**config.mk**
```make
export PLATFORM = sky130hd
export DESIGN_NAME = breakpoint_table_manager
export DESIGN_NICKNAME = d
export VERILOG_FILES = /design/src/rtl/btm_pkg.sv /design/src/rtl/breakpoint_table_manager.sv
export SDC_FILE = /design/constraint.sdc
export NUM_CORES = 1
export LEC_CHECK = 0
export BUFFER_PORTS_ARGS = -buffer_cell sky130_fd_sc_hd__buf_2
export CAP_MARGIN = 5
export CELL_PAD_IN_SITES_DETAIL_PLACEMENT = 1
export CELL_PAD_IN_SITES_GLOBAL_PLACEMENT = 1
export CORE_ASPECT_RATIO = 0.7
export CORE_MARGIN = 4
export CORE_UTILIZATION = 40
export CTS_CLUSTER_DIAMETER = 30
export CTS_CLUSTER_SIZE = 40
export DETAILED_ROUTE_END_ITERATION = 16
export GPL_TIMING_DRIVEN = 0
export PLACE_DENSITY_LB_ADDON = 0.1
export SYNTH_ARGS = -nofsm -noshare
export SYNTH_HDL_FRONTEND = slang
export SYNTH_SLANG_ARGS = --single-unit
```
**constraint.sdc**
```tcl
create_clock -name clk -period 5.41 [get_ports clk]
set_input_delay 1.3525 -clock clk [delete_from_list [all_inputs] [get_ports clk]]
set_output_delay 1.3525 -clock clk [all_outputs]
set_load 0.1 [all_outputs]
```
**src/rtl/btm_pkg.sv**
```systemverilog
// Shared constants for the breakpoint table manager.
package btm_pkg;

	localparam int SLOTS  = 16;
	localparam int SLOT_W = (SLOTS > 1) ? $clog2(SLOTS) : 1;
	localparam int ADDR_W = 24;
	localparam int WORD_W = 16;
	localparam int MODE_W = 3;
	localparam int STAT_W = 3;
	localparam int IDX_W  = 4;

	localparam logic [WORD_W-1:0] ILLEGAL_OPCODE = 16'h4AFC;
	localparam logic [ADDR_W-1:0] VECTOR_RESET   = 24'h000100;

	localparam logic [MODE_W-1:0] MODE_SET         = 3'd0;
	localparam logic [MODE_W-1:0] MODE_CLEAR       = 3'd1;
	localparam logic [MODE_W-1:0] MODE_SEARCH      = 3'd2;
	localparam logic [MODE_W-1:0] MODE_CLEAR_ALL   = 3'd3;
	localparam logic [MODE_W-1:0] MODE_INSTALL_ALL = 3'd4;
	localparam logic [MODE_W-1:0] MODE_RESTORE_ALL = 3'd5;
	localparam logic [MODE_W-1:0] MODE_RESTORE_ONE = 3'd6;
	localparam logic [MODE_W-1:0] MODE_NONE        = 3'd7;

	localparam logic [STAT_W-1:0] ST_OK        = 3'd0;
	localparam logic [STAT_W-1:0] ST_IN_VECTOR = 3'd1;
	localparam logic [STAT_W-1:0] ST_NO_MEMORY = 3'd2;
	localparam logic [STAT_W-1:0] ST_EXISTS    = 3'd3;
	localparam logic [STAT_W-1:0] ST_FULL      = 3'd4;
	localparam logic [STAT_W-1:0] ST_NOT_FOUND = 3'd5;

endpackage

```
**src/rtl/breakpoint_table_manager.sv**
```systemverilog
// Breakpoint table manager: slot memories, scan sequencer and result register.
//
// Usage: commands enter on the cmd channel (cmd_valid / cmd_stall) with mode,
// target_address, memory_present and original_word. Results leave on the rsp
// channel (rsp_valid / rsp_stall); the final result of a command has last set.
// vector_limit is written on the cfg channel (cfg_valid / cfg_ready, always
// ready) and takes effect for the next command.
// Set, clear, search and restore-one scan all slots through the slot memories,
// one slot read per cycle while the receiver does not stall, each read
// registered before its compare. Install-all and restore-all run the same scan
// and emit one write request per occupied slot, at most one per cycle. Clear-all
// and a walk over an empty table skip the scan. Mode 7 is taken and dropped.
// One command is in work at a time; cmd_stall stays high until the sequencer
// is idle again with the last result in the output register, which lets the
// next command in while that result waits.
// A stalled receiver freezes the scan: the result register, the read pipeline
// and the slot index hold until the transaction goes through.
// Reset empties the table through per-slot valid flip-flops and sets
// vector_limit to 0x100; no clearing pass is needed.
module breakpoint_table_manager (
	input  logic                          clk,
	input  logic                          arst_n,
	input  logic                          cfg_valid,
	output logic                          cfg_ready,
	input  logic [btm_pkg::ADDR_W-1:0]    vector_limit,
	input  logic                          cmd_valid,
	output logic                          cmd_stall,
	input  logic [btm_pkg::MODE_W-1:0]    mode,
	input  logic [btm_pkg::ADDR_W-1:0]    target_address,
	input  logic                          memory_present,
	input  logic [btm_pkg::WORD_W-1:0]    original_word,
	output logic                          rsp_valid,
	input  logic                          rsp_stall,
	output logic [btm_pkg::STAT_W-1:0]    status,
	output logic [btm_pkg::IDX_W-1:0]     slot_index,
	output logic                          write_valid,
	output logic [btm_pkg::ADDR_W-1:0]    write_address,
	output logic [btm_pkg::WORD_W-1:0]    write_data,
	output logic                          last
);
	import btm_pkg::*;

	localparam logic [1:0] S_IDLE = 2'd0;
	localparam logic [1:0] S_SCAN = 2'd1;
	localparam logic [1:0] S_FIN  = 2'd2;
	localparam logic [SLOT_W-1:0] LAST_SLOT = SLOT_W'(SLOTS - 1);

	logic [ADDR_W-1:0] addr_mem [SLOTS];
	logic [WORD_W-1:0] word_mem [SLOTS];

	logic [1:0]        state_q;
	logic [ADDR_W-1:0] limit_q;
	logic [SLOTS-1:0]  valid_q;
	logic [MODE_W-1:0] mode_q;
	logic [ADDR_W-1:0] key_q;
	logic              mem_q;
	logic [WORD_W-1:0] word_q;
	logic              inv_q;
	logic              found_q;
	logic [SLOT_W-1:0] fidx_q;
	logic [WORD_W-1:0] fword_q;
	logic              free_q;
	logic [SLOT_W-1:0] free_idx_q;

	logic              rd_act_q;
	logic [SLOT_W-1:0] rd_idx_q;
	logic              rv_s1;
	logic [SLOT_W-1:0] idx_s1;
	logic              occ_s1;
	logic [ADDR_W-1:0] addr_s1;
	logic [WORD_W-1:0] word_s1;

	logic              rsp_valid_q;
	logic [STAT_W-1:0] status_q;
	logic [IDX_W-1:0]  slot_index_q;
	logic              write_valid_q;
	logic [ADDR_W-1:0] write_address_q;
	logic [WORD_W-1:0] write_data_q;
	logic              last_q;

	logic              accept;
	logic              adv;
	logic              walk_q;
	logic [ADDR_W-1:0] key_d;
	logic              hit;
	logic              above;
	logic              fin_fire;
	logic              set_ok;
	logic              mem_we;

	logic [STAT_W-1:0] fin_status;
	logic [IDX_W-1:0]  fin_index;
	logic              fin_wv;
	logic [ADDR_W-1:0] fin_wa;
	logic [WORD_W-1:0] fin_wd;

	assign cfg_ready = 1'b1;
	assign cmd_stall = (state_q != S_IDLE);
	assign accept    = cmd_valid && !cmd_stall;
	assign adv       = !rsp_valid_q || !rsp_stall;
	assign walk_q    = (mode_q == MODE_INSTALL_ALL) || (mode_q == MODE_RESTORE_ALL);
	assign key_d     = (mode == MODE_SET) ? {target_address[ADDR_W-1:1], 1'b0}
	                                      : target_address;
	assign hit       = occ_s1 && (addr_s1 == key_q) && !inv_q;
	assign fin_fire  = (state_q == S_FIN) && adv;
	assign set_ok    = (mode_q == MODE_SET) && !inv_q && mem_q && !found_q && free_q;
	assign mem_we    = fin_fire && set_ok;

	always_comb begin
		above = 1'b0;
		for (int j = 0; j < SLOTS; j++) begin
			if (SLOT_W'(j) > idx_s1 && valid_q[j]) begin
				above = 1'b1;
			end
		end
	end

	always_comb begin
		fin_status = ST_OK;
		fin_index  = '0;
		fin_wv     = 1'b0;
		fin_wa     = '0;
		fin_wd     = '0;
		case (mode_q)
			MODE_SET: begin
				if (inv_q) begin
					fin_status = ST_IN_VECTOR;
				end else if (!mem_q) begin
					fin_status = ST_NO_MEMORY;
				end else if (found_q) begin
					fin_status = ST_EXISTS;
				end else if (!free_q) begin
					fin_status = ST_FULL;
				end else begin
					fin_index = IDX_W'(free_idx_q);
				end
			end
			MODE_CLEAR: begin
				if (inv_q) begin
					fin_status = ST_IN_VECTOR;
				end else if (!found_q) begin
					fin_status = ST_NOT_FOUND;
				end else begin
					fin_index = IDX_W'(fidx_q);
				end
			end
			MODE_SEARCH: begin
				if (!found_q) begin
					fin_status = ST_NOT_FOUND;
				end else begin
					fin_index = IDX_W'(fidx_q);
				end
			end
			MODE_RESTORE_ONE: begin
				if (!found_q) begin
					fin_status = ST_NOT_FOUND;
				end else begin
					fin_index = IDX_W'(fidx_q);
					fin_wv    = 1'b1;
					fin_wa    = key_q;
					fin_wd    = fword_q;
				end
			end
			default: begin
				fin_status = ST_OK;
			end
		endcase
	end

	always_ff @(posedge clk or negedge arst_n) begin
		if (!arst_n) begin
			limit_q <= VECTOR_RESET;
		end else if (cfg_valid && cfg_ready) begin
			limit_q <= vector_limit;
		end
	end

	always_ff @(posedge clk) begin
		if (mem_we) begin
			addr_mem[free_idx_q] <= key_q;
			word_mem[free_idx_q] <= word_q;
		end
		if (rd_act_q && adv) begin
			addr_s1 <= addr_mem[rd_idx_q];
			word_s1 <= word_mem[rd_idx_q];
		end
	end

	always_ff @(posedge clk) begin
		if (accept) begin
			mode_q <= mode;
			key_q  <= key_d;
			mem_q  <= memory_present;
			word_q <= original_word;
			inv_q  <= (key_d == '0) || (key_d < limit_q);
		end
		if (state_q == S_SCAN && rv_s1 && adv) begin
			if (hit && !found_q) begin
				fidx_q  <= idx_s1;
				fword_q <= word_s1;
			end
			if (!occ_s1 && !free_q) begin
				free_idx_q <= idx_s1;
			end
		end
	end

	always_ff @(posedge clk or negedge arst_n) begin
		if (!arst_n) begin
			state_q  <= S_IDLE;
			valid_q  <= '0;
			rd_act_q <= 1'b0;
			rd_idx_q <= '0;
			rv_s1    <= 1'b0;
			idx_s1   <= '0;
			occ_s1   <= 1'b0;
			found_q  <= 1'b0;
			free_q   <= 1'b0;
		end else begin
			case (state_q)
				S_IDLE: begin
					if (accept) begin
						found_q <= 1'b0;
						free_q  <= 1'b0;
						if (mode == MODE_NONE) begin
							state_q <= S_IDLE;
						end else if (mode == MODE_CLEAR_ALL ||
						             ((mode == MODE_INSTALL_ALL ||
						               mode == MODE_RESTORE_ALL) && valid_q == '0)) begin
							state_q <= S_FIN;
						end else begin
							state_q  <= S_SCAN;
							rd_act_q <= 1'b1;
							rd_idx_q <= '0;
						end
					end
				end
				S_SCAN: begin
					if (adv) begin
						rv_s1  <= rd_act_q;
						idx_s1 <= rd_idx_q;
						occ_s1 <= valid_q[rd_idx_q];
						if (rd_act_q) begin
							if (rd_idx_q == LAST_SLOT) begin
								rd_act_q <= 1'b0;
							end else begin
								rd_idx_q <= rd_idx_q + 1'b1;
							end
						end
						if (rv_s1) begin
							if (hit) begin
								found_q <= 1'b1;
							end
							if (!occ_s1) begin
								free_q <= 1'b1;
							end
							if (idx_s1 == LAST_SLOT) begin
								state_q <= walk_q ? S_IDLE : S_FIN;
							end
						end
					end
				end
				S_FIN: begin
					if (adv) begin
						state_q <= S_IDLE;
						rv_s1   <= 1'b0;
						if (mode_q == MODE_CLEAR_ALL) begin
							valid_q <= '0;
						end else if (set_ok) begin
							valid_q[free_idx_q] <= 1'b1;
						end else if (mode_q == MODE_CLEAR && !inv_q && found_q) begin
							valid_q[fidx_q] <= 1'b0;
						end
					end
				end
				default: begin
					state_q <= S_IDLE;
				end
			endcase
		end
	end

	always_ff @(posedge clk or negedge arst_n) begin
		if (!arst_n) begin
			rsp_valid_q <= 1'b0;
		end else if (fin_fire || (state_q == S_SCAN && adv && rv_s1 && walk_q && occ_s1)) begin
			rsp_valid_q <= 1'b1;
		end else if (!rsp_stall) begin
			rsp_valid_q <= 1'b0;
		end
	end

	always_ff @(posedge clk) begin
		if (state_q == S_SCAN && adv && rv_s1 && walk_q && occ_s1) begin
			status_q        <= ST_OK;
			slot_index_q    <= IDX_W'(idx_s1);
			write_valid_q   <= 1'b1;
			write_address_q <= addr_s1;
			write_data_q    <= (mode_q == MODE_INSTALL_ALL) ? ILLEGAL_OPCODE : word_s1;
			last_q          <= !above;
		end else if (fin_fire) begin
			status_q        <= fin_status;
			slot_index_q    <= fin_index;
			write_valid_q   <= fin_wv;
			write_address_q <= fin_wa;
			write_data_q    <= fin_wd;
			last_q          <= 1'b1;
		end
	end

	assign rsp_valid     = rsp_valid_q;
	assign status        = status_q;
	assign slot_index    = slot_index_q;
	assign write_valid   = write_valid_q;
	assign write_address = write_address_q;
	assign write_data    = write_data_q;
	assign last          = last_q;

	a_s1_only_in_scan: assert property (@(posedge clk) disable iff (!arst_n)
		rv_s1 |-> state_q == S_SCAN)
		else $error("read pipeline active outside scan");

	a_clear_all_empties: assert property (@(posedge clk) disable iff (!arst_n)
		fin_fire && mode_q == MODE_CLEAR_ALL |=> valid_q == '0)
		else $error("clear-all left occupied slots");

	a_set_occupies: assert property (@(posedge clk) disable iff (!arst_n)
		mem_we |=> valid_q[$past(free_idx_q)])
		else $error("set did not occupy its slot");

	a_found_occupied: assert property (@(posedge clk) disable iff (!arst_n)
		state_q == S_FIN && found_q |-> valid_q[fidx_q])
		else $error("matched slot is not occupied");

endmodule

```
==> impl_metrics.ini <==
[power_and_ir_drop]
p_leak_nw = 13.8
powerDensity_nw_per_um2 = 529
ir_worst_vdd_uv = 369
p_sw_share_pct = 29.3
comb_power_share_pct = 19.8
p_sw_mw = 6.35
power_mw = 21.7
pwr-share-seq_pct = 39.1
power.clock.fraction_pct = 41.1
p_int_mw = 15.4

[global_routing]
grt_max_degree = 57
overflow = 0
grt_usage_pct = 22.6
antenna_found_initial = 6
grt_pass1_wl_um = 139000
grt_pass1_vias = 18600

[critical_path]
r2r_slack_ns = 1.70
arrival_ns = 4.10
endpoint_kind = register
worstRegToRegCells = 7
timing.rr.start = state_q[0]
worstReg2RegEnd = write_data[4]
crit_path_start_kind = register
worstPathMaxFanout = 26
critPathKind = reg -> reg
crit_required_ns = 5.80

[floorplan]
num_io_pins = 125
die_x_um = 352
die_area_um2 = 87600
die_y_um = 249
core_area_um2 = 82200
rows = 88
initial_core_util_pct = 40.3

[sta]
finClkSkew_ns = 0.0274
hold_violations = 0
max_freq_mhz = 269
setup_slack_ns = 1.70
finalSetupViolCount = 0
rsz0062_at_grt = false
drv_slew = 0
whs_ns = 0.436
relSlewSlack_pct = 17.1
setup_total_negative_slack_ns = 0
tightestPinTransition_ns = 1.24
fin_crit_sh_pct = 68.6
min_period_ns = 3.71

[clock_tree]
numCtsBuffers = 144
clkSinkCount = 854
post-cts-setup-buffer-count = 0
cts.repair.resized = 0
clk_path_buf_depth = 3
cts_tree = built
htree_levels = 4
hold_buffers = 0
clk_latency_ns = 0.72
cts_root_buffer = clkbuf_16
clk_pin_slew_ns = 0.05

[cells_and_area]
nFillCells = 7360
drive_gt1_share_pct = 32.2
fin_util_pct = 49.9
area_delta_synth_final_pct = 23.9
multi_input_area_um2 = 7410
nets = 1992
seq_area_um2 = 25300

[hold_path]
worstHoldStart = word_s1[4]
holdCritPathClass = reg -> reg
min_to = fword_q[4]
hold_depth = 0

[placed_design]
dp_hpwl_um = 63100
gp_congestion = 0.790
preCtsSetupSlack_ns = 1.03
portBuffers = 122

[yosys]
syn_nets = 1672
synthesis.area_um2 = 33100
ys_seq_elements = 854
synthFlopType = edfxtp_1
yosysMostFrequentCell = edfxtp_1
async_flop_share_pct = 6.56
yosysUniqueCellTypes = 61
synth_edf_count = 794
syn_inst = 1575
seq_area_frac_synth_pct = 76.4
yosys-top-cells-area = edfxtp_1 72%, mux4_2 13%, dfrtp_1 4.2%
ys_warn_count = 0
yosysTopAreaCell = edfxtp_1
synth.top_cell.area_share_pct = 71.9
syn_area_per_cell_um2 = 21.0
ys_top_cells_by_count = 794 x edfxtp_1, 192 x mux4_2, 81 x nand2_1

[drt]
drtPass1Iterations = 5
drtIter0Drc = 2000
drc = 0
via_count = 17700
antenna_left = 0
routed_via_density = 5.71
wl_per_cell_um = 31.9
drt_wl_total_um = 98700

[outcome]
status = finished, final reports clean

[run]
drv_cap = 0
==> cells by family (layout without fill, tap and decap cells) <==
group	count (synthesis)	count (layout)	share of synthesized area, %
adders and majority gates	24	24	0.906
and+or+nand+nor	194	194	2.82
muxes	206	206	14.1
other	1	2	0.0113
AOI/OAI and AO/OA	164	164	3.42
xor gates and xnor gates	24	24	0.634
buffers and inverters	108	546	1.69
DFF	854	854	76.4
==> registers in the layout (all words and copies together) (netlist names), 24 cells and up <==
| name | flops |
|---|---|
| addr_mem | 384 |
| word_mem | 256 |
| addr_s1 | 24 |
| key_q | 24 |
| limit_q | 24 |
| write_address | 24 |
==> critical path, stage by stage (launching register included) <==
cell and delay [ns]:
dfrtp_1 0.31, buf_2 0.20, nor2b_1 0.41, nand4_1 0.39, nor2_2 0.89, nor2_1 0.33
inv_2 0.54, buf_12 0.28
==> through the flow <==
| stage | instance area, um^2 | std cells |
|---|---|---|
| after global placement | 35100 | 2777 |
| after floorplan | 33200 | 1575 |
| after global routing | 41100 | 3093 |
| after detailed placement | 36300 | 2828 |
| final | 41100 | 3094 |
| after CTS | 41000 | 3092 |
==> power groups by stage <==
stage,logic [mW],registers [mW],clock network [mW]
2_1_floorplan,2.35,9.05,0
3_3_place_gp,4.22,8.62,0
3_5_place_dp,4.35,8.62,0
4_1_cts,4.37,8.50,9.09
5_1_grt,4.54,8.56,9.45
6_report,4.30,8.50,8.92
==> cell type report <==
cell class / instances / share of cell area, %
diodes: 1 / 0.00609
plain buffers: 73 / 1.05
clock buffers: 170 / 9.43
clock inverters: 94 / 2.16
inverters: 35 / 0.320
multi-input cells: 613 / 18.1
flip-flops and latches: 854 / 61.7
well taps: 1080 / 3.29
repair buffers: 174 / 4.03
==> routing by layer <==
metal,GRT usage (%),share of wire (%),vias to the layer above
li1,-,-,7270
met1,33.0,45,9595
met2,34.3,46,666
met3,5.12,6.7,151
met4,6.50,2.3,0
met5,0,0,-
==> how the worst max path moves through the flow <==
stage                    start          endpoint  cells after the start
finish              state_q[0]     write_data[4]                      7
global route        state_q[0]     write_data[2]                      7
CTS                 state_q[0]  write_address[9]                      7
detailed placement   rsp_stall  write_address[9]                      7
global placement     rsp_stall   word_mem[8][13]                      5
floorplan            rsp_stall    addr_mem[8][0]                      4
==> placed cells by master (no fill, tap or decap), types with 25 or more instances in the layout <==
cell / netlist / routed
o21ai_0: 47 / 47
mux4_2: 192 / 192
clkbuf_1: 34 / 52
clkinv_2: 0 / 28
edfxtp_1: 794 / 794
dfrtp_1: 55 / 55
buf_12: 2 / 25
a21oi_1: 26 / 26
a22o_1: 25 / 25
buf_2: 11 / 132
inv_1: 35 / 34
nand2_1: 81 / 81
clkbuf_16: 0 / 152
(Power assumes the default switching activity.)
